--- src/rtl/rpe_pkg.sv ---
package rpe_pkg;

    localparam int DATA_WIDTH     = 16;
    localparam int COEF_WIDTH     = 16;
    localparam int COEF_FRAC_BITS = 14;
    localparam int INDEX_WIDTH    = 7;
    localparam int HD_REG_W       = 8;
    localparam int SEQ_REG_W      = 13;
    localparam int HD_W           = 10;
    localparam int SL_W           = 17;
    localparam int PROD_W         = DATA_WIDTH + COEF_WIDTH;
    localparam int SUM_W          = PROD_W + 2;
    localparam int Q_W            = SUM_W - COEF_FRAC_BITS;
    localparam int CFG_ADDR_W     = 4;
    localparam int CFG_DATA_W     = 32;

    localparam logic [1:0] REG_HEAD_DIM    = 2'd0;
    localparam logic [1:0] REG_SEQ_LEN     = 2'd1;
    localparam logic [1:0] REG_ROTATED_LEN = 2'd2;
    localparam logic [1:0] REG_INTERLEAVED = 2'd3;

    localparam logic [HD_REG_W-1:0]  HEAD_DIM_RST    = 8'd64;
    localparam logic [SEQ_REG_W-1:0] SEQ_LEN_RST     = 13'd256;
    localparam logic [SEQ_REG_W-1:0] ROTATED_LEN_RST = 13'd256;

    localparam logic signed [SUM_W-1:0] ROUND_HALF = SUM_W'(1) <<< (COEF_FRAC_BITS - 1);
    localparam logic signed [Q_W-1:0]   Q_MAX      = Q_W'((1 << (DATA_WIDTH - 1)) - 1);
    localparam logic signed [Q_W-1:0]   Q_MIN      = ~Q_MAX;

    typedef struct packed {
        logic [HD_W-1:0] hd;
        logic [HD_W-1:0] half;
        logic [SL_W-1:0] sl;
        logic [SL_W-1:0] prefix;
        logic            interleaved;
    } t_cfg;

    typedef struct packed {
        logic [DATA_WIDTH-1:0] x;
        logic [COEF_WIDTH-1:0] sin;
        logic [COEF_WIDTH-1:0] cos;
    } t_front;

    typedef struct packed {
        logic                   pass;
        logic [INDEX_WIDTH-1:0] idx;
        logic [INDEX_WIDTH-1:0] fidx;
        logic                   done;
    } t_item;

    typedef struct packed {
        logic                  sat;
        logic [DATA_WIDTH-1:0] value;
    } t_res;

    function automatic t_res round_sat(input logic signed [SUM_W-1:0] sum);
        logic signed [SUM_W-1:0] v;
        logic signed [Q_W-1:0]   q;
        t_res                    r;
        v = sum + ROUND_HALF;
        q = v[SUM_W-1:COEF_FRAC_BITS];
        if (q > Q_MAX) begin
            r.sat   = 1'b1;
            r.value = Q_MAX[DATA_WIDTH-1:0];
        end else if (q < Q_MIN) begin
            r.sat   = 1'b1;
            r.value = Q_MIN[DATA_WIDTH-1:0];
        end else begin
            r.sat   = 1'b0;
            r.value = q[DATA_WIDTH-1:0];
        end
        return r;
    endfunction

endpackage

--- src/rtl/rpe_buf.sv ---
module rpe_buf #(
    parameter int MAX_HEAD_DIM = 128,
    localparam int HALF_DEPTH  = MAX_HEAD_DIM / 2,
    localparam int ADDR_W      = (HALF_DEPTH > 1) ? $clog2(HALF_DEPTH) : 1
) (
    input  logic               i_clk,
    input  logic               i_wr_en,
    input  logic               i_rd_en,
    input  logic [ADDR_W-1:0]  i_addr,
    input  rpe_pkg::t_front    i_wdata,
    output rpe_pkg::t_front    o_rdata
);
    import rpe_pkg::*;

    t_front mem [HALF_DEPTH];
    t_front r_rdata;

    always_ff @(posedge i_clk) begin
        if (i_wr_en) begin
            mem[i_addr] <= i_wdata;
        end
        if (i_rd_en) begin
            r_rdata <= mem[i_addr];
        end
    end

    assign o_rdata = r_rdata;

endmodule

--- config.mk ---
export PLATFORM = sky130hd
export DESIGN_NAME = rpe_buf
export DESIGN_NICKNAME = d
export VERILOG_FILES = /design/src/rtl/rpe_pkg.sv /design/src/rtl/rpe_buf.sv
export SDC_FILE = /design/constraint.sdc
export NUM_CORES = 2
export LEC_CHECK = 0
export BUFFER_PORTS_ARGS = -buffer_cell sky130_fd_sc_hd__buf_2
export CAP_MARGIN = 20
export CORE_ASPECT_RATIO = 1.5
export CORE_UTILIZATION = 40
export DETAILED_ROUTE_END_ITERATION = 10
export HOLD_SLACK_MARGIN = 0.03
export PLACE_DENSITY = 0.63
export SLEW_MARGIN = 20
export SYNTH_ARGS = -nofsm -noshare
export SYNTH_HDL_FRONTEND = slang
export SYNTH_SLANG_ARGS = --single-unit
--- constraint.sdc ---
create_clock -name i_clk -period 4.4 [get_ports i_clk]
set_input_delay 0.66 -clock i_clk [delete_from_list [all_inputs] [get_ports i_clk]]
set_output_delay 0.66 -clock i_clk [all_outputs]
set_load 0.02 [all_outputs]
# After elaboration in Yosys (flattened, before gate mapping)

Memory sizes are Yosys's and may differ from the RTL's. A register that Yosys moved wholly into a read port is not among the register bits.
Cells that the tools add are included.

Memories kept: 1
Register bits: 0
Bits of input ports: 57
Output and inout port bits: 48
Logic and storage cells: 3
Bits in writable memories: 3072

Memory list:

| memory | depth | bits a word | read ports | clocked after memory_dff | write ports | RTL line      | text |
|---|---|---|---|---|---|---|---|
| mem    | 64    | 48          | 1          | 1                        | 1           | rpe_buf.sv:15 | `t_front mem [HALF_DEPTH];` |

Mux-type cells: 2

Operators with widths:

| kind              | count |
|---|---|
| two-way mux 1 bit | 2 |

# Longest topological paths before layout

Depth in word-level cells: 2
Mapped depth: 10
Depth with buffers taken out: 6

# Worst setup path after synthesis

Ideal clock, no wire load.

Path kind: in2reg
From: input i_addr[2]
To: memory mem[11][0] (netlist bit) (enable)
Cell stages on the path: 9
Required time: 3.946 ns
Setup time: 0.454 ns
Slack: -0.086 ns
Path buffers: 6
Arrival time: 4.032 ns
Path through: buf_6 > buf_6 > buf_4 > buf_4 > buf_2 > buf_2 > nor2b_1 > nand2_1 > nor2_1

RTL lines:

| item        | RTL line      | text |
|---|---|---|
| from (decl) | rpe_buf.sv:9  | `input logic [ADDR_W-1:0] i_addr,` |
| to (decl)   | rpe_buf.sv:15 |  |

Straight into the memory's write port.

==> summary by stage <==
Synth
The post-synth design cell area is 118000 um2. After synthesis, the netlist uses 47 different library cells. In this run, synthesis produced a sequential element count of 3120. The most used flip-flop cell after synthesis is edfxtp_1. The Yosys step of the flow raised 0 warnings. The cell count after synthesis is 6380. The proportion of synthesized chip area in sequential cells is 79.4%. Synthesis produced a netlist with a net count of 6437. The average instance in the mapped netlist occupies 18.5 um2.

The share of async-settable or async-resettable flops after synthesis is 0%. The number of synthesized flops with an enable pin is 3120.

CTS
The clock reaches the later pin of the worst-skew pair after 890 ps. In this run the deepest clock path goes through 4 buffers. The clock edge transition at the registers on the reported setup and hold paths is 70 ps.

The number of CTS-inserted buffers is 275. The number of gates resized after CTS was 0. The TritonCTS clock tree is built. The number of buffers inserted by hold repair at cts is 0. CTS placed an instance of clkbuf_16 at the clock tree root.

The clock net in this run drives a total of 3120 sinks. CTS built an H-tree with a depth of 5. The number of buffers added for setup after CTS is 0.

STA
The max-slew violation count was 0. The total setup violations reported at the end of the flow is 0. The worst pin sits at a relative slew slack of 25.1%. Timing would allow up to 309 MHz. The clock skew is 56.8 ps. Setup repair after global routing left no endpoint under its margin. The post-route worst setup slack is 1160 ps. The final critical path takes up 73.7% of the cycle. The slew at the pin closest to its max-slew limit is 1120 ps.

The final hold slack is 208 ps. The number of hold violations in the final report is 0. Adding up every negative setup slack in the final design gives 0 ps. The clock period minus worst slack is 3240 ps.

Hold path
Counting instances, the worst hold path has a depth of 1. The worst hold path class is input port to register.

Placement
The number of port buffers is 104. The wire-length estimate of the detail-placed layout is 207000 um. The last weighted congestion value of the routability-driven placer is 0.817.

Prior to clock tree synthesis, the placed netlist has a worst setup slack of 360 ps. The total placed instance area is 126000 um2.

Cells and area
The final-stage net count is 6715. In the final layout, the share of cells above drive strength 1 is 19.1%. The fill cell total of the finished layout is 24300. At the end of the flow the core is filled with cells to 46.0%. Compared with the post-synthesis result, the final layout area differs by 14.1%. The final instance area is 135000 um2.

Flow run
The max-cap check violation count is 0.

Die
The floorplan step set the die height to 667 um. The effective utilization at floorplan is 40.3%. In this run the horizontal extent of the chip is 445 um. In this run the standard cell core region covers 293000 um2. During I/O placement, the number of pins put on the boundary was 105. The floorplan has 243 rows.

The floorplan step defined a die boundary enclosing 297000 um2.

Critical path
The kind of critical path is input port to register. The sum of buffers and inverters on the critical path is 5. The cell depth of the worst flop-to-flop path is 6. The largest single stage delay on the critical path is 660 ps.

The endpoint type of the worst setup path is a register. The worst path arrival time is 3840 ps. The launching element type of the critical path is an input port.

The critical path crosses 9 cells after its start point. On the critical path, the stage with the largest delay is an instance of a22oi_1. By instance count, the cell type seen most on the critical path is buf_12. STA puts the critical path data required time at 5000 ps. The top cell family by delay on the critical path is buffers and inverters. The maximum fanout encountered on the critical timing path is 45. The signal on the critical path passes through buf_8, buf_12, inv_4, and2_2, buf_12, buf_4, a22oi_1, a41oi_1, or3_1.

Routing
The first detailed-routing pass ran for 6 iterations. The total routed wirelength is 366000 um. The number of remaining DRC errors is 0. The number of vias per cell after detailed routing is 6.21. The detail route stage leaves a number of antenna-violating nets equal to 0.

The number of DRC markers in iteration 0 is 8055. The via count of the routed design is 67000. The routed wirelength normalized by instance count is 33.9 um.

Global routing
The remaining global-route overflow is 0. The global-route wire length before repair is 506000 um. For this run, the total global-route usage over all layers was measured as 24.1%.

Entering global routing, the biggest net connects 82 pins. The via count of the first global-routing pass is 66400. The initial antenna violation count is 28.

Status
The flow ran to the end, and the final reports show no timing, DRC or antenna violations.

Power
The power density over the cells is 447 nW/um2. The leakage component of the power is 42.1 nW. VDD sags by at most 0.281 mV.
-- metal layers --
layer / track usage, % / wire length, um / vias up
met2: 40.7 / 180000 / 3810
met1: 29.4 / 130000 / 35200
met3: 3.77 / 31900 / 894
met4: 13.8 / 24000 / 12
met5: 0 / 69 / -
li1: - / - / 27100
-- report_power, final --
group	internal, mW	leakage, nW	switching [mW]
clock	13.2	4.23	10.6
sequential	33.0	28.1	0.127
combinational	0.991	9.79	2.30
total	47.1	42.1	13.1
-- cell usage in the layout (no fill, tap or decap), types with 24 or more instances in the layout --
cell,instances
edfxtp_1,3120
a22oi_1,494
a221oi_1,448
buf_4,288
mux2i_1,285
clkbuf_16,285
mux2_2,269
a21oi_1,243
nor2_1,207
o21ai_0,176
mux4_2,110
buf_12,98
o22ai_1,95
nand2_1,86
buf_2,71
nor2_4,70
clkinv_1,54
clkbuf_1,51
clkinv_2,50
nand3_1,47
o21ai_1,32
o211ai_1,26
o221ai_1,25
or3_1,24
-- final cells by class --
type | count | area [um2] | area share, %
clock buffer | 336 | 7320 | 5.44
timing repair buffer | 460 | 4520 | 3.36
inverter | 2 | 11.3 | 0.00836
antenna | 10 | 25.0 | 0.0186
multi-input combinational | 2799 | 22800 | 17.0
tap | 3920 | 4900 | 3.64
sequential | 3120 | 93700 | 69.6
clock inverter | 147 | 1310 | 0.971
-- worst register-to-register path: cells and delay by family (launching register included) --
kind	cells	cell delay (ps)
simple gates	1	360
flops	1	370
mux	1	270
compound gates	4	1270
-- state kept, by name (all words and copies together) (netlist names) --
signal	count
mem	3072
o_rdata	48
-- worst paths after layout --
| kind | start | endpoint | slack [ps] |
|---|---|---|---|
| setup reg to reg | mem[31][4] | o_rdata[4] | 1870 |
| setup / recovery | i_addr[2] | o_rdata[20] | 1160 |
| hold reg to reg | mem[42][3] | o_rdata[3] | 770 |
| hold / removal | i_wdata[20] | mem[54][20] | 210 |
-- cell families after synthesis --
logic type	count (synthesis)	share of synthesized area, %
flops	3120	79.4
compound gates	1621	9.80
mux	668	7.12
simple gates	510	1.91
buf+inv	461	1.78
-- synth_stat cells (5+ instances only) --
library cell | number | share of area [%]
o221ai_1 | 25 | 0.19
and3_1 | 24 | 0.13
buf_2 | 139 | 0.59
and2_1 | 6 | 0.032
buf_1 | 42 | 0.13
o22ai_1 | 95 | 0.50
o211ai_1 | 26 | 0.17
or3_1 | 25 | 0.13
a22oi_1 | 494 | 3.1
nor2b_1 | 9 | 0.048
edfxtp_1 | 3120 | 79
buf_4 | 21 | 0.13
a211oi_1 | 5 | 0.032
nand3_1 | 47 | 0.20
buf_6 | 15 | 0.14
a41oi_1 | 20 | 0.15
mux2i_1 | 285 | 2.4
o2bb2ai_1 | 21 | 0.16
nand2_1 | 87 | 0.28
mux4_2 | 110 | 2.1
mux2_2 | 269 | 2.6
a221oi_1 | 448 | 3.3
a31oi_1 | 21 | 0.11
nor2_1 | 278 | 0.88
clkbuf_1 | 242 | 0.77
o21ai_0 | 176 | 0.75
or4_1 | 22 | 0.14
a21oi_1 | 243 | 1.0
o21ai_1 | 32 | 0.14
-- through the flow --
step / total power [mW] / cells
floorplan: 35.3 / 6380
global placement: 36.9 / 10300
detailed placement: 37.0 / 10300
CTS: 60.4 / 10800
global route: 61.5 / 10800
finish: 60.2 / 10800
Note: power is estimated with default switching activity, not from simulation.
