**src/rtl/rpe_pkg.sv**
```systemverilog
package rpe_pkg;

    localparam int DATA_WIDTH     = 16;
    localparam int COEF_WIDTH     = 16;
    localparam int COEF_FRAC_BITS = 14;
    localparam int INDEX_WIDTH    = 7;
    localparam int HD_REG_W       = 8;
    localparam int SEQ_REG_W      = 13;
    localparam int HD_W           = 10;
    localparam int SL_W           = 17;
    localparam int PROD_W         = DATA_WIDTH + COEF_WIDTH;
    localparam int SUM_W          = PROD_W + 2;
    localparam int Q_W            = SUM_W - COEF_FRAC_BITS;
    localparam int CFG_ADDR_W     = 4;
    localparam int CFG_DATA_W     = 32;

    localparam logic [1:0] REG_HEAD_DIM    = 2'd0;
    localparam logic [1:0] REG_SEQ_LEN     = 2'd1;
    localparam logic [1:0] REG_ROTATED_LEN = 2'd2;
    localparam logic [1:0] REG_INTERLEAVED = 2'd3;

    localparam logic [HD_REG_W-1:0]  HEAD_DIM_RST    = 8'd64;
    localparam logic [SEQ_REG_W-1:0] SEQ_LEN_RST     = 13'd256;
    localparam logic [SEQ_REG_W-1:0] ROTATED_LEN_RST = 13'd256;

    localparam logic signed [SUM_W-1:0] ROUND_HALF = SUM_W'(1) <<< (COEF_FRAC_BITS - 1);
    localparam logic signed [Q_W-1:0]   Q_MAX      = Q_W'((1 << (DATA_WIDTH - 1)) - 1);
    localparam logic signed [Q_W-1:0]   Q_MIN      = ~Q_MAX;

    typedef struct packed {
        logic [HD_W-1:0] hd;
        logic [HD_W-1:0] half;
        logic [SL_W-1:0] sl;
        logic [SL_W-1:0] prefix;
        logic            interleaved;
    } t_cfg;

    typedef struct packed {
        logic [DATA_WIDTH-1:0] x;
        logic [COEF_WIDTH-1:0] sin;
        logic [COEF_WIDTH-1:0] cos;
    } t_front;

    typedef struct packed {
        logic                   pass;
        logic [INDEX_WIDTH-1:0] idx;
        logic [INDEX_WIDTH-1:0] fidx;
        logic                   done;
    } t_item;

    typedef struct packed {
        logic                  sat;
        logic [DATA_WIDTH-1:0] value;
    } t_res;

    function automatic t_res round_sat(input logic signed [SUM_W-1:0] sum);
        logic signed [SUM_W-1:0] v;
        logic signed [Q_W-1:0]   q;
        t_res                    r;
        v = sum + ROUND_HALF;
        q = v[SUM_W-1:COEF_FRAC_BITS];
        if (q > Q_MAX) begin
            r.sat   = 1'b1;
            r.value = Q_MAX[DATA_WIDTH-1:0];
        end else if (q < Q_MIN) begin
            r.sat   = 1'b1;
            r.value = Q_MIN[DATA_WIDTH-1:0];
        end else begin
            r.sat   = 1'b0;
            r.value = q[DATA_WIDTH-1:0];
        end
        return r;
    endfunction

endpackage

```
**src/rtl/rpe_rot.sv**
```systemverilog
module rpe_rot (
    input  logic                                  i_clk,
    input  logic                                  i_rst_n,
    input  logic                                  i_load,
    input  rpe_pkg::t_item                        i_item,
    input  rpe_pkg::t_front                       i_cur,
    input  rpe_pkg::t_front                       i_front,
    output logic                                  o_ready,
    output logic                                  o_valid,
    input  logic                                  i_stall,
    output logic [rpe_pkg::DATA_WIDTH-1:0]        o_out_value,
    output logic [rpe_pkg::INDEX_WIDTH-1:0]       o_out_index,
    output logic                                  o_row_done,
    output logic                                  o_saturated,
    output logic                                  o_last
);
    import rpe_pkg::*;

    typedef struct packed {
        logic [DATA_WIDTH-1:0]  value;
        logic [INDEX_WIDTH-1:0] idx;
        logic                   done;
        logic                   sat;
        logic                   last;
    } t_out;

    logic   r_s1_valid;
    t_item  r_s1_item;
    t_front r_s1_cur;

    logic                     r_s2_valid;
    t_item                    r_s2_item;
    logic [DATA_WIDTH-1:0]    r_s2_x;
    logic signed [PROD_W-1:0] r_p_fc;
    logic signed [PROD_W-1:0] r_p_bs;
    logic signed [PROD_W-1:0] r_p_bc;
    logic signed [PROD_W-1:0] r_p_fs;

    logic [1:0] r_cnt;
    t_out       r_out [2];

    logic                    xfer;
    logic                    can_load;
    logic                    s2_ready;
    logic                    s1_ready;
    logic                    out_load;
    logic signed [SUM_W-1:0] sum_f;
    logic signed [SUM_W-1:0] sum_b;
    t_res                    res_f;
    t_res                    res_b;
    t_out                    ent0;
    t_out                    ent1;

    assign xfer     = (r_cnt != 2'd0) && !i_stall;
    assign can_load = (r_cnt == 2'd0) || ((r_cnt == 2'd1) && xfer);
    assign s2_ready = !r_s2_valid || can_load;
    assign s1_ready = !r_s1_valid || s2_ready;
    assign out_load = r_s2_valid && can_load;
    assign o_ready  = s1_ready;

    always_ff @(posedge i_clk) begin
        if (!i_rst_n) begin
            r_s1_valid <= 1'b0;
            r_s2_valid <= 1'b0;
        end else begin
            if (s1_ready) begin
                r_s1_valid <= i_load;
            end
            if (s2_ready) begin
                r_s2_valid <= r_s1_valid;
            end
        end
    end

    always_ff @(posedge i_clk) begin
        if (s1_ready && i_load) begin
            r_s1_item <= i_item;
            r_s1_cur  <= i_cur;
        end
        if (s2_ready && r_s1_valid) begin
            r_s2_item <= r_s1_item;
            r_s2_x    <= r_s1_cur.x;
            r_p_fc    <= $signed(i_front.x) * $signed(i_front.cos);
            r_p_bs    <= $signed(r_s1_cur.x) * $signed(i_front.sin);
            r_p_bc    <= $signed(r_s1_cur.x) * $signed(r_s1_cur.cos);
            r_p_fs    <= $signed(i_front.x) * $signed(r_s1_cur.sin);
        end
    end

    assign sum_f = SUM_W'(r_p_fc) - SUM_W'(r_p_bs);
    assign sum_b = SUM_W'(r_p_bc) + SUM_W'(r_p_fs);
    assign res_f = round_sat(sum_f);
    assign res_b = round_sat(sum_b);

    always_comb begin
        if (r_s2_item.pass) begin
            ent0 = '{value: r_s2_x, idx: r_s2_item.idx, done: r_s2_item.done,
                     sat: 1'b0, last: 1'b1};
        end else begin
            ent0 = '{value: res_f.value, idx: r_s2_item.fidx, done: 1'b0,
                     sat: res_f.sat, last: 1'b0};
        end
        ent1 = '{value: res_b.value, idx: r_s2_item.idx, done: r_s2_item.done,
                 sat: res_b.sat, last: 1'b1};
    end

    always_ff @(posedge i_clk) begin
        if (!i_rst_n) begin
            r_cnt <= 2'd0;
        end else if (out_load) begin
            r_cnt <= r_s2_item.pass ? 2'd1 : 2'd2;
        end else if (xfer) begin
            r_cnt <= r_cnt - 2'd1;
        end
    end

    always_ff @(posedge i_clk) begin
        if (out_load) begin
            r_out[0] <= ent0;
            r_out[1] <= ent1;
        end else if (xfer) begin
            r_out[0] <= r_out[1];
        end
    end

    assign o_valid     = (r_cnt != 2'd0);
    assign o_out_value = r_out[0].value;
    assign o_out_index = r_out[0].idx;
    assign o_row_done  = r_out[0].done;
    assign o_saturated = r_out[0].sat;
    assign o_last      = r_out[0].last;

endmodule

```
**config.mk**
```make
export PLATFORM = sky130hd
export DESIGN_NAME = rpe_rot
export DESIGN_NICKNAME = d
export VERILOG_FILES = /design/src/rtl/rpe_pkg.sv /design/src/rtl/rpe_rot.sv
export SDC_FILE = /design/constraint.sdc
export NUM_CORES = 2
export LEC_CHECK = 0
export BUFFER_PORTS_ARGS = -buffer_cell sky130_fd_sc_hd__buf_4
export CAP_MARGIN = 20
export CORE_AREA = 2 2 361 363
export CTS_CLUSTER_DIAMETER = 60
export DETAILED_ROUTE_END_ITERATION = 7
export DIE_AREA = 0 0 363 365
export GPL_ROUTABILITY_DRIVEN = 0
export RECOVER_POWER = 25
export SKIP_CTS_REPAIR_TIMING = 1
export SYNTH_ARGS = -nofsm -noshare
export SYNTH_HDL_FRONTEND = slang
export SYNTH_SLANG_ARGS = --single-unit
```
**constraint.sdc**
```tcl
create_clock -name i_clk -period 16.95 [get_ports i_clk]
set_clock_uncertainty 0.05 [all_clocks]
set_input_delay 1.695 -clock i_clk [delete_from_list [all_inputs] [get_ports i_clk]]
set_output_delay 1.695 -clock i_clk [all_outputs]
set_load 0.05 [all_outputs]
```
# Yosys cells after proc, flatten, opt, wreduce, memory -nomap -nowiden
# Memory sizes are Yosys's and may differ from the RTL's.
# Index checks and enable logic that the tools add are counted.
# op_classes
add_sub_neg,5
mul,4
n_lt_le_gt_ge,4
eq_ne,1
n_mux,14
n_bitwise,1
reduce_logical,14
# op_table
operator,n
$mul 16x16->32,4
$add 33x15->34 const B,2
$mux 17,4
$mux 26,2
$gt 20x16->1 const B,2
$lt 20x16->1 const B,2
$add 32x32->33,1
$sub 32x32->33,1
$mux 2,3
$logic_and 1x1->1,5
$mux 1,5
$reduce_bool 2->1,2
$logic_not 1->1,3
$logic_or 1x1->1,3
$eq 2x1->1 const B,1
$logic_not 2->1,1
$sub 2x1->2 const B,1
$or 1x1->1,1
# word_totals
ff_bits,228
ram_bits,52
input_bits,116
output_inout_bits,28
elab_cells,63
n_memories,1
# memory_table
name,depth,word_bits,rd,rd_clocked_by_memory_dff,write_ports,line_no,text
r_out,2,26,2,0,2,rpe_rot.sv:40,t_out r_out [2];

# Longest topological paths before layout
# logic_depth
depth_word,8
ltp_mapped,26
depth_no_buf,25

# Worst setup path before layout
# Ideal clock, no wire load.
# synth_timing
kind,input to register
start,in i_stall
end,"reg r_s2_item, in the netlist ent1[2] (enable)"
setup_ns,0.924
arrival_ns,13.395
required_ns,15.976
setup_slack_ns,2.581
stages,3
path_buffers,0
cell_sequence,inv_1 a21oi_1 a21boi_0
# synth_between
elab_chain_len,6
# synth_rtl
item,line_no,text
from (decl),rpe_rot.sv:10,"input logic i_stall,"
$logic_not 1->1,rpe_rot.sv:54,assign xfer = (r_cnt != 2'd0) && !i_stall;
$logic_and 1x1->1,rpe_rot.sv:54,
$logic_and 1x1->1,rpe_rot.sv:55,assign can_load = (r_cnt == 2'd0) || ((r_cnt == 2'd1) && xfer);
$logic_or 1x1->1,rpe_rot.sv:55,
$logic_or 1x1->1,rpe_rot.sv:56,assign s2_ready = !r_s2_valid || can_load;
$logic_and 1x1->1,rpe_rot.sv:80,if (s2_ready && r_s1_valid) begin
to (signal assigned),rpe_rot.sv:81,r_s2_item <= r_s1_item;
to (decl),rpe_rot.sv:32,t_item r_s2_item;
# No other way between the ends.
# A chain may end at the register's enable or synchronous reset.

# Final worst setup path
# layout_timing
start,reg r_s1_cur[43] (netlist bit)
end,"reg r_p_bc[30], data pin"
# layout_between
elab_chain_len,1
# layout_rtl
item,line_no,text
from (decl),rpe_rot.sv:29,t_front r_s1_cur;
from (signal assigned),rpe_rot.sv:78,r_s1_cur <= i_cur;
$mul 16x16->32,rpe_rot.sv:85,r_p_bc <= $signed(r_s1_cur.x) * $signed(r_s1_cur.cos);
to (signal assigned),rpe_rot.sv:85,
to (decl),rpe_rot.sv:36,logic signed [PROD_W-1:0] r_p_bc;
# No other way between the ends.

==> metrics.txt <==
register bit count reported by yosys=279; die height=365 um; Vias=33930; Initial Util=39.78%; required time of the worst setup path=17250 ps; initial antenna violation count=6; P&R area growth vs syn=7.998%; failing checks=max-capacitance violations, max-slew violations; Die W=363 um; Top FF cell, synth=edfxtp_1; 1st-iter DRT viols=1958; max-slew violation count=623; total core area=128700 um2; commonest non-fill, non-tap cells in the layout=inv_1, fa_1, nand2_1; clock tree buffer depth=3; Max FO, Critical Path=33; Min-Delay Path Class=reg2reg; clk slew on worst S/H paths=60 ps; Num Clock Sinks=279; largest net degree at the start of global routing=69; DR DRC count=0; grt ovf=0; DR pass1 iterations=5; final setup violation count=0; Post-Syn Area=51170 um2; post-route cell area=55270 um2; status=finished, violations left; CP Capture Type=flop; count of input and output buffers=143; Yosys cell types=77; fraction of layout cells with a size suffix above 1=4.946%; Clock Latency Late Sink=620 ps; Tightest Pin Transition=2436 ps; NumNets Final=6740; first-pass GRT wire length=206000 um; Num CTS Buffers=44; Global Route Usage Sum=19.86%; RSZ-0062 raised after global routing=no; post-synthesis sequential area ratio=16.29%; Root Driver=clkbuf_16; TNS Setup=0 ps; commonest non-fill, non-tap cell in the layout=inv_1; CTS HTree Levels=2; post-route ant nets=0; Tcrit/Tclk final=50.25%; Yosys warnings=0; CP arrival=8820 ps; vias in the first global route=37780; hpwl dp=99120 um; post-DR wirelength/cell=18.24 um; CTS tree=done; die area=132500 um2; post-synthesis async set-or-reset flop share=0%; boundary pin count=144; Via-to-Cell Ratio=4.966; CP startpoint kind=flop; final-report hold violation count=0; FMAX=117.4 MHz; drt total wl=124600 um; max_slew headroom=-62.39%; Final min period=8518 ps; CP startpoint=r_s1_cur[43]$_DFFE_PP_; Syn Inst Count=5082; Post-synth EDFFs=275; dpl cell area=53890 um2; WS Path Type=reg2reg; Synth Net Count=6700; syn avg cell area=10.07 um2; Critical R2R Launch=r_s1_cur[43]$_DFFE_PP_; total of max-cap violations=19; row count=132; min-delay src=r_s1_item[14]$_DFFE_PP_
==> registers in the layout (all words and copies together), names as in the netlist <==
signal      cells
ent1            8
r_cnt           2
r_out          51
r_p_bc         32
r_p_bs         32
r_p_fc         32
r_p_fs         32
r_s1_cur       48
r_s1_item      16
r_s1_valid      1
r_s2_item       8
r_s2_valid      1
r_s2_x         16
==> worst paths after layout <==
kind,to,cells past startpoint,slack (ps)
hold / removal,ent1[9]$_DFFE_PP_,0,370
setup reg to reg,r_p_bc[30]$_DFFE_PP_,21,8430
hold reg to reg,ent1[9]$_DFFE_PP_,0,370
setup / recovery,r_p_bc[30]$_DFFE_PP_,21,8430
==> synth_stat cells (10+ instances only) <==
library cell | count | area, um2
or3_1 | 13 | 81.33
a211oi_1 | 11 | 82.58
inv_1 | 1202 | 4512
nand2_1 | 532 | 1997
a21oi_1 | 128 | 640.6
ha_1 | 454 | 5680
edfxtp_1 | 275 | 8258
fa_1 | 1048 | 20980
and3_1 | 10 | 62.56
a21o_1 | 55 | 412.9
o21bai_1 | 21 | 157.7
nor2b_1 | 18 | 112.6
nand2b_1 | 35 | 219.0
clkbuf_1 | 168 | 630.6
o21ai_0 | 88 | 440.4
xnor2_1 | 133 | 1165
and2_1 | 506 | 3166
nor2_1 | 116 | 435.4
nand3_1 | 34 | 170.2
nand3b_1 | 17 | 127.6
nor3_1 | 24 | 120.1
xor2_1 | 42 | 367.9
==> kinds of logic (layout without fill, tap and decap cells) <==
group | after synthesis | in the layout | synth area share, %
fa+ha+maj | 1502 | 1502 | 52.10
buf+inv | 1376 | 1450 | 10.12
simple gates | 1334 | 1334 | 13.10
compound gates | 407 | 407 | 5.220
flops | 279 | 279 | 16.29
xor+xnor | 175 | 175 | 2.995
mux | 9 | 9 | 0.1760
other cells | 0 | 1 | 0
==> cell type report <==
type / count / area, um2
Clock inverter: 28 / 299.0
Timing Repair Buffer: 168 / 1191
Tap cell: 1675 / 2096
Clock buffer: 52 / 1151
Multi-Input combinational cell: 3427 / 37680
Sequential cell: 279 / 8338
Antenna cell: 1 / 2.502
Fill cell: 12410 / 73390
Inverter: 1202 / 4512
==> critical path, stage by stage, from the launching register on <==
cell,delay [ps]
edfxtp_1,320
clkbuf_1,1630
nand2_1,230
fa_1,590
fa_1,530
fa_1,530
inv_1,60
fa_1,520
fa_1,520
inv_1,60
fa_1,500
inv_1,50
ha_1,210
or3_1,420
o311ai_2,360
o31ai_1,160
a21bo_2,270
a221o_1,340
a2111oi_2,440
o31ai_1,140
a21oi_1,190
xnor2_1,120
==> per-stage QoR <==
step                      worst slack [ps]  hold slack [ps]  instances  utilization [%]
after floorplan                       2581            350.3       5082                -
after global placement                8708            350.9       6750            41.89
after detailed placement              8610            360.8       6750            41.89
after CTS                             9283            370.0       6830            43.01
after global routing                  7971            377.8       6831            42.95
final                                 8432            369.0       6832            42.96
==> per-layer routing <==
layer / up-vias / share of wire, % / GRT usage, %
li1: 15440 / - / -
met1: 17600 / 42 / 25.64
met2: 729 / 51 / 35.27
met3: 163 / 4.5 / 2.595
met4: 4 / 2.5 / 4.890
met5: - / 0.018 / 0
Power is not shown: default switching activity piles up to over one toggle a cycle in this logic, so the estimate is an artifact.
