<file path="config.mk">
export PLATFORM = sky130hd
export DESIGN_NAME = rpe_seq
export DESIGN_NICKNAME = d
export VERILOG_FILES = /design/src/rtl/rpe_pkg.sv /design/src/rtl/rpe_seq.sv
export SDC_FILE = /design/constraint.sdc
export NUM_CORES = 1
export LEC_CHECK = 0
export ABC_AREA = 1
export BUFFER_PORTS_ARGS = -buffer_cell sky130_fd_sc_hd__buf_2
export CORE_ASPECT_RATIO = 2
export CORE_MARGIN = 2
export CORE_UTILIZATION = 50
export DETAILED_ROUTE_END_ITERATION = 10
export PLACE_DENSITY = 0.76
export SLEW_MARGIN = 5
export SYNTH_ARGS = -nofsm -noshare
export SYNTH_HDL_FRONTEND = slang
export SYNTH_SLANG_ARGS = --single-unit
export TNS_END_PERCENT = 10
</file>
<file path="constraint.sdc">
create_clock -name i_clk -period 4.1 [get_ports i_clk]
set_input_delay 0.41 -clock i_clk [delete_from_list [all_inputs] [get_ports i_clk]]
set_output_delay 0.41 -clock i_clk [all_outputs]
set_load 0.03 [all_outputs]
</file>
<file path="src/rtl/rpe_pkg.sv">
package rpe_pkg;

    localparam int DATA_WIDTH     = 16;
    localparam int COEF_WIDTH     = 16;
    localparam int COEF_FRAC_BITS = 14;
    localparam int INDEX_WIDTH    = 7;
    localparam int HD_REG_W       = 8;
    localparam int SEQ_REG_W      = 13;
    localparam int HD_W           = 10;
    localparam int SL_W           = 17;
    localparam int PROD_W         = DATA_WIDTH + COEF_WIDTH;
    localparam int SUM_W          = PROD_W + 2;
    localparam int Q_W            = SUM_W - COEF_FRAC_BITS;
    localparam int CFG_ADDR_W     = 4;
    localparam int CFG_DATA_W     = 32;

    localparam logic [1:0] REG_HEAD_DIM    = 2'd0;
    localparam logic [1:0] REG_SEQ_LEN     = 2'd1;
    localparam logic [1:0] REG_ROTATED_LEN = 2'd2;
    localparam logic [1:0] REG_INTERLEAVED = 2'd3;

    localparam logic [HD_REG_W-1:0]  HEAD_DIM_RST    = 8'd64;
    localparam logic [SEQ_REG_W-1:0] SEQ_LEN_RST     = 13'd256;
    localparam logic [SEQ_REG_W-1:0] ROTATED_LEN_RST = 13'd256;

    localparam logic signed [SUM_W-1:0] ROUND_HALF = SUM_W'(1) <<< (COEF_FRAC_BITS - 1);
    localparam logic signed [Q_W-1:0]   Q_MAX      = Q_W'((1 << (DATA_WIDTH - 1)) - 1);
    localparam logic signed [Q_W-1:0]   Q_MIN      = ~Q_MAX;

    typedef struct packed {
        logic [HD_W-1:0] hd;
        logic [HD_W-1:0] half;
        logic [SL_W-1:0] sl;
        logic [SL_W-1:0] prefix;
        logic            interleaved;
    } t_cfg;

    typedef struct packed {
        logic [DATA_WIDTH-1:0] x;
        logic [COEF_WIDTH-1:0] sin;
        logic [COEF_WIDTH-1:0] cos;
    } t_front;

    typedef struct packed {
        logic                   pass;
        logic [INDEX_WIDTH-1:0] idx;
        logic [INDEX_WIDTH-1:0] fidx;
        logic                   done;
    } t_item;

    typedef struct packed {
        logic                  sat;
        logic [DATA_WIDTH-1:0] value;
    } t_res;

    function automatic t_res round_sat(input logic signed [SUM_W-1:0] sum);
        logic signed [SUM_W-1:0] v;
        logic signed [Q_W-1:0]   q;
        t_res                    r;
        v = sum + ROUND_HALF;
        q = v[SUM_W-1:COEF_FRAC_BITS];
        if (q > Q_MAX) begin
            r.sat   = 1'b1;
            r.value = Q_MAX[DATA_WIDTH-1:0];
        end else if (q < Q_MIN) begin
            r.sat   = 1'b1;
            r.value = Q_MIN[DATA_WIDTH-1:0];
        end else begin
            r.sat   = 1'b0;
            r.value = q[DATA_WIDTH-1:0];
        end
        return r;
    endfunction

endpackage

</file>
<file path="src/rtl/rpe_seq.sv">
module rpe_seq #(
    parameter int MAX_HEAD_DIM = 128,
    parameter int MAX_SEQ_LEN  = 4096,
    localparam int HALF_DEPTH  = MAX_HEAD_DIM / 2,
    localparam int ADDR_W      = (HALF_DEPTH > 1) ? $clog2(HALF_DEPTH) : 1
) (
    input  logic               i_clk,
    input  logic               i_rst_n,
    input  rpe_pkg::t_cfg      i_cfg,
    input  logic               i_accept,
    output rpe_pkg::t_item     o_item,
    output logic               o_emit,
    output logic               o_wr_en,
    output logic               o_rd_en,
    output logic [ADDR_W-1:0]  o_addr
);
    import rpe_pkg::*;

    localparam int EC_W  = $clog2(MAX_HEAD_DIM);
    localparam int ROW_W = (MAX_SEQ_LEN > 1) ? $clog2(MAX_SEQ_LEN) : 1;

    logic [EC_W-1:0]  r_ec;
    logic [ROW_W-1:0] r_row;
    logic [EC_W-1:0]  n_ec;
    logic [ROW_W-1:0] n_row;

    logic [EC_W-1:0]  idx;
    logic [ROW_W-1:0] row;
    logic [HD_W-1:0]  idx_w;
    logic [HD_W-1:0]  idx_inc;
    logic [SL_W-1:0]  row_inc;
    logic [HD_W-1:0]  slot_w;
    logic [HD_W-1:0]  fidx_w;
    logic             pass;
    logic             second;

    // A counter left beyond a newly written bound restarts at zero.
    assign idx     = (HD_W'(r_ec) >= i_cfg.hd) ? '0 : r_ec;
    assign row     = (SL_W'(r_row) >= i_cfg.sl) ? '0 : r_row;
    assign idx_w   = HD_W'(idx);
    assign idx_inc = idx_w + HD_W'(1);
    assign row_inc = SL_W'(row) + SL_W'(1);

    assign pass   = SL_W'(row) < i_cfg.prefix;
    assign second = i_cfg.interleaved ? idx[0] : (idx_w >= i_cfg.half);
    assign slot_w = i_cfg.interleaved ? '0 : (second ? idx_w - i_cfg.half : idx_w);
    assign fidx_w = i_cfg.interleaved ? idx_w - HD_W'(1) : idx_w - i_cfg.half;

    assign o_addr = (slot_w >= HD_W'(HALF_DEPTH)) ? '0 : slot_w[ADDR_W-1:0];

    assign o_item.pass = pass;
    assign o_item.idx  = idx_w[INDEX_WIDTH-1:0];
    assign o_item.fidx = fidx_w[INDEX_WIDTH-1:0];
    assign o_item.done = (idx_inc == i_cfg.hd);

    assign o_emit  = pass || second;
    assign o_wr_en = i_accept && !pass && !second;
    assign o_rd_en = i_accept && !pass && second;

    always_comb begin
        n_ec  = r_ec;
        n_row = r_row;
        if (i_accept) begin
            if (idx_inc >= i_cfg.hd) begin
                n_ec  = '0;
                n_row = (row_inc >= i_cfg.sl) ? '0 : row_inc[ROW_W-1:0];
            end else begin
                n_ec  = idx_inc[EC_W-1:0];
                n_row = row;
            end
        end
    end

    always_ff @(posedge i_clk) begin
        if (!i_rst_n) begin
            r_ec  <= '0;
            r_row <= '0;
        end else begin
            r_ec  <= n_ec;
            r_row <= n_row;
        end
    end

endmodule

</file>
== After elaboration in Yosys (flattened, before gate mapping) ==
Index checks and enable logic that the tools add are counted.
Word-level totals
  flip-flop bits (word level): 19
  latch bits: 0
  memory bits (writable): 0
  ROM bits: 0
  input port bits: 58
  output and inout bits: 25
  word-level logic and storage cells: 30
  memories: 0
Operators by class
  $add $sub $neg: 4
  $mul: 0
  div/mod/pow operators: 0
  magnitude comparators: 7
  equal/unequal tests: 1
  shifts and indexed selects: 0
  muxes and demuxes: 10
  bitwise operators: 0
  reduce and logical (&&, ||, !) cells: 6
Operators with widths (number)
  12-bit two-way mux: 3
  7-bit two-way mux: 3
  7-bit by 10-bit >= comparator with 1-bit output: 2
  10-bit two-way mux: 2
  12-bit by 17-bit >= comparator with 1-bit output: 1
  13-bit by 17-bit >= comparator with 1-bit output: 1
  12-bit by 17-bit less-than comparator with 1-bit output: 1
  12-bit by 1-bit adder with 13-bit output, second input constant: 1
  8-bit by 10-bit == test with 1-bit output: 1
  10-bit by 7-bit >= comparator with 1-bit output, second input constant: 1
  8-bit by 10-bit >= comparator with 1-bit output: 1
  7-bit by 10-bit subtractor with 10-bit output: 1
  7-bit by 1-bit adder with 8-bit output, second input constant: 1
  7-bit by 1-bit subtractor with 7-bit output, second input constant: 1
  6-bit two-way mux: 1
  1-bit logical AND: 3
  1-bit zero test: 2
  1-bit logical OR: 1
  1-bit two-way mux: 1

== Longest topological paths before layout ==
  word-level depth: 8
  mapped depth: 26
  mapped depth without buffers: 25

== Worst setup path after synthesis ==
No wires, ideal clock.
  path kind: input to output
  start point: in i_cfg[50] in the netlist's numbering
  end point: out o_addr[4]
  data arrival time: 3.685 ns
  required time: 3.690 ns
  slack: 0.005 ns
  stages on the path: 20
  path buffers: 0
  cells stage by stage: inv_1 ha_1 a21oi_1 o21ai_0 nand2_1 nand4_4 nor2_4 inv_1 ha_1 fa_1 nand3b_1 nand2_1 inv_1 o21bai_1 xor2_1 a21oi_1 nand3_1 nand3_1 o21ai_1 a21oi_1
RTL lines
  start: declaration: line rpe_seq.sv:9  | input rpe_pkg::t_cfg i_cfg,
  end: declaration: line rpe_seq.sv:15  | output logic [ADDR_W-1:0] o_addr

== Final worst setup path ==
  start point: reg r_ec[1]
  end point: out o_addr[4]
Between the ends
  longest elaborated chain between the ends: 8
  elaborated cells on any way between the ends: 9
RTL lines
  start: declaration: line rpe_seq.sv:22  | logic [EC_W-1:0] r_ec;
  start signal: assignment: line rpe_seq.sv:79  | r_ec <= n_ec;
  7-bit by 10-bit >= comparator with 1-bit output: line rpe_seq.sv:38  | assign idx = (HD_W'(r_ec) >= i_cfg.hd) ? '0 : r_ec;
  7-bit two-way mux *: line rpe_seq.sv:38
  7-bit by 10-bit >= comparator with 1-bit output: line rpe_seq.sv:45  | assign second = i_cfg.interleaved ? idx[0] : (idx_w >= i_cfg.half);
  1-bit two-way mux: line rpe_seq.sv:45
  10-bit two-way mux * (2 in a row): line rpe_seq.sv:46  | assign slot_w = i_cfg.interleaved ? '0 : (second ? idx_w - i_cfg.half : idx_w);
  10-bit by 7-bit >= comparator with 1-bit output: line rpe_seq.sv:49  | assign o_addr = (slot_w >= HD_W'(HALF_DEPTH)) ? '0 : slot_w[ADDR_W-1:0];
  6-bit two-way mux *: line rpe_seq.sv:49
Mark *: on every way between the ends. The rest lies on a longest branch, timed or not.

==> results.md <==
Run status:
- The run finished with clean final reports.

Layout:
- The net count of the finished layout is 781.
- The sequential standard cell area is 383 sq um.
- The fraction of final layout cells sized beyond drive strength 1 is 0.242.
- The post-synthesis to final-layout area growth is 23.4%.
- Summing all multi-input logic gate instances after layout gives 2740 sq um.
- The filler cells instantiated in the layout total 690.
- The post-route cell area is 4290 sq um.
- The antenna cell count is 0.
- Excluding fillers, the count of instances in the completed layout stands at 751.

Setup path:
- The sort of element at the end of the critical path is an output port.
- The critical-path maximum fanout is 5.
- The most critical setup path has its endpoint at o_addr[4].
- STA puts the critical path data arrival time at 3.55 ns.
- The critical register-to-register path startpoint is r_ec[1].
- The worst setup path is of the reg2out kind.
- The number of cells on the worst reg-to-reg path is 23.
- For the worst setup path, the data required time is 3.69 ns.
- The startpoint class of the critical path is a flop.
- The reg2reg setup slack is 0.39 ns.
- The worst register-to-register path ends at r_row[9].
- The critical path starts at r_ec[1].

STA:
- The worst path needs 3.96 ns of the cycle, external delays included.
- The pin slew with the least headroom to its limit is 0.471 ns.
- The share of the cycle needed by the critical path after routing is 0.967.
- The number of pins with negative max-slew slack in the final report is 0.
- For this run, the top clock speed supported by timing is 252 MHz.
- Setup violations remaining at the end of the flow were counted as 0.
- The max-slew headroom at the worst pin is 0.685.
- Between clock sinks in the finished design, the worst skew comes to 0.00354 ns.
- The total count of hold-check failures in the final report is 0.
- For the final routed database, the setup TNS stands at 0 ns.

Synthesis:
- Of the synthesized area, sequential elements account for 0.109.
- Dividing the synthesized area by the synthesized cell count gives 6.18 sq um.
- The number of nets in the synthesized netlist is 682.
- After synthesis, the share of flip-flops with an asynchronous set or reset is 0.
- The count of flip-flops with a built-in enable after synthesis is 0.
- The count of synthesis-stage warnings from yosys is 0.
- The primary flip-flop cell chosen by synthesis mapping is sky130_fd_sc_hd__dfxtp_1.
- The number of unique standard cell types used by synthesis is 45.
- The post-synthesis register bit count is 19.
- The cell area that synthesis handed to floorplanning was 3480 sq um.
- Synthesis produced 563 cells.

Power and ir drop:
- IR analysis of the VDD net gives a maximum drop of 0.0000989 V.
- In this run the static leakage power is 0.00247 uW.
- Power spread over the standard cell area amounts to 156 nW/um^2.

Routing:
- The total DRC errors in the routed layout is 0.
- Dividing the detail-routed wire length by the instance count gives 12.4 um.
- The remaining antenna violation count after routing is 0.
- Dividing the detail-routed via count by the number of cells gives 5.14.
- The iteration count of the initial detailed-routing pass is 5.
- After detailed routing, the total wire length is 9350 um.
- The routed layout has 3862 vias.
- The violation count after the first detailed-routing iteration is 217.

Clock tree:
- The TritonCTS clock tree is built.
- The CTS buffer count is 3.
- The root buffer cell chosen for the clock tree is sky130_fd_sc_hd__clkbuf_16.
- The number of buffers added to fix hold violations after cts is 0.
- CTS built an H-tree with a depth of 1.
- The clock net in this run drives a total of 19 sinks.
- Clock-pin slew was measured on the worst setup and hold paths at 0.06 ns.
- The clock passes through at most 2 buffers.
- The clock latency of the later-clocked register in the worst-skew pair is 0.25 ns.

Global route:
- The number of antenna violations at the first check in global routing is 0.
- The number of global-route vias before repair is 3701.
- Summed over all layers, the global routing overflow is 0.
- The first global-routing pass estimated 15400 um of wire.
- The total routing usage reported by global routing is 0.238.
- The largest net degree at the start of global routing is 18.

Worst hold path:
- The worst hold path belongs to the class in2reg.

Placement:
- The half-perimeter wire length of the detailed placement result is 7750 um.
- Input and output buffers added on the ports amount to 82.
- The last weighted congestion value of the routability-driven placer is 0.920.
- Summing all placed instances gives a cell area of 4090 sq um.
- In this run, placement finished with an instance count of 745.

Floorplan:
- The number of ports placed on the die boundary is 83.
- For this configuration, the core starts out at a cell density of 0.509.
- The die extent in x is 63.0 um.
- The number of cell rows is 43.
- The floorplan step defined a die boundary enclosing 7680 sq um.
- The core area is 6830 sq um.
- In this run the vertical extent of the chip is 122 um.

Flow run:
- Across the run, the number of max-cap violations was 0.
-- worst max-delay path, stage by stage (launching register included) --
cell	delay, ns
sky130_fd_sc_hd__dfxtp_2	0.34
sky130_fd_sc_hd__ha_1	0.28
sky130_fd_sc_hd__inv_1	0.06
sky130_fd_sc_hd__nor2_1	0.04
sky130_fd_sc_hd__o211ai_2	0.23
sky130_fd_sc_hd__nand4_4	0.16
sky130_fd_sc_hd__nor2_4	0.11
sky130_fd_sc_hd__inv_1	0.08
sky130_fd_sc_hd__ha_4	0.17
sky130_fd_sc_hd__fa_2	0.35
sky130_fd_sc_hd__nand3b_1	0.18
sky130_fd_sc_hd__nand2_2	0.09
sky130_fd_sc_hd__inv_1	0.05
sky130_fd_sc_hd__o21bai_1	0.16
sky130_fd_sc_hd__xor2_1	0.28
sky130_fd_sc_hd__a21oi_1	0.10
sky130_fd_sc_hd__nand3_1	0.15
sky130_fd_sc_hd__nand3_4	0.11
sky130_fd_sc_hd__o21ai_2	0.10
sky130_fd_sc_hd__a21oi_2	0.05
sky130_fd_sc_hd__buf_4	0.18
-- report_power, final --
group | switching [uW] | total (uW) | internal (uW)
Sequential | 6.74 | 196 | 190
Clock | 74.1 | 207 | 133
Combinational | 164 | 266 | 102
Total | 245 | 669 | 425
-- synth_stat cells, drive strengths merged (2+ instances only) --
| library cell | n | share of area |
|---|---|---|
| nand3b | 3 | 0.0065 |
| xor2 | 8 | 0.022 |
| a21o | 3 | 0.0065 |
| a21oi | 47 | 0.071 |
| nor3 | 5 | 0.0072 |
| o211ai | 5 | 0.012 |
| buf | 2 | 0.0054 |
| clkbuf | 3 | 0.0032 |
| dfxtp | 19 | 0.11 |
| inv | 110 | 0.12 |
| nor2 | 64 | 0.090 |
| nand2 | 134 | 0.15 |
| nand3 | 36 | 0.064 |
| o21bai | 2 | 0.0043 |
| nand4 | 12 | 0.028 |
| ha | 60 | 0.22 |
| and2 | 7 | 0.013 |
| o21ai | 32 | 0.048 |
-- worst min-delay path by stage --
stage | start | endpoint | slack [ns] | cells past startpoint
4_1_cts | i_rst_n | r_row[10] | 0.44 | 3
3_3_place_gp | r_ec[0] | r_ec[0] | 0.48 | 2
2_1_floorplan | r_ec[0] | r_ec[0] | 0.46 | 2
3_5_place_dp | r_ec[0] | r_ec[0] | 0.48 | 2
5_1_grt | i_rst_n | r_row[11] | 0.48 | 3
6_report | i_rst_n | r_row[10] | 0.44 | 3
-- kinds of logic after synthesis --
kind of cell,share of synthesized area
multiplexers,0.00288
buffers and inverters,0.130
adder cells (fa/ha/maj),0.222
XOR/XNOR,0.0223
AND/OR/NAND/NOR,0.364
flip-flops,0.109
AO/OA/AOI/OAI,0.150
-- state kept, by name, indices dropped and copies added (netlist names) --
| signal | flops |
|---|---|
| r_row | 12 |
| r_ec | 7 |
-- layout by cell type, fill, tap and decap left out, drive strengths merged, types with 2 or more instances in the layout --
| cell | n |
|---|---|
| nand2 | 134 |
| inv | 110 |
| buf | 97 |
| nor2 | 64 |
| ha | 60 |
| a21oi | 47 |
| nand3 | 36 |
| o21ai | 32 |
| dfxtp | 19 |
| nand4 | 12 |
| xor2 | 8 |
| and2 | 7 |
| clkbuf | 6 |
| o211ai | 5 |
| nor3 | 5 |
| nand3b | 3 |
| a21o | 3 |
| o21bai | 2 |
-- final cells by class --
class | count | share of cell area
multi-input combinational | 428 | 0.639
tap | 90 | 0.0262
sequential | 19 | 0.0892
clock buffer | 4 | 0.0184
inverter | 111 | 0.0982
timing repair buffer | 99 | 0.129
-- per-stage QoR --
step	setup WS (ns)	util	hold WS, ns	power [uW]
after global routing	-0.122	0.628	0.480	712
after global placement	0.162	0.598	0.481	450
final	0.136	0.628	0.442	669
after floorplan	0.00529	-	0.459	369
after detailed placement	0.0804	0.598	0.483	453
after CTS	0.0266	0.609	0.443	658
-- repair_timing --
item                       in CTS  in global routing
buffers inserted                0                  2
setup endpoints to repair       0                 23
resized for setup               0                 35
-- layer usage --
layer / global-route usage / share of wire / vias to the layer above
met5: 0 / 0 / -
met4: 0.0556 / 0.014 / 0
met3: 0.0231 / 0.047 / 13
met2: 0.440 / 0.50 / 121
met1: 0.292 / 0.44 / 1705
li1: - / - / 2023
(Power assumes the default switching activity.)
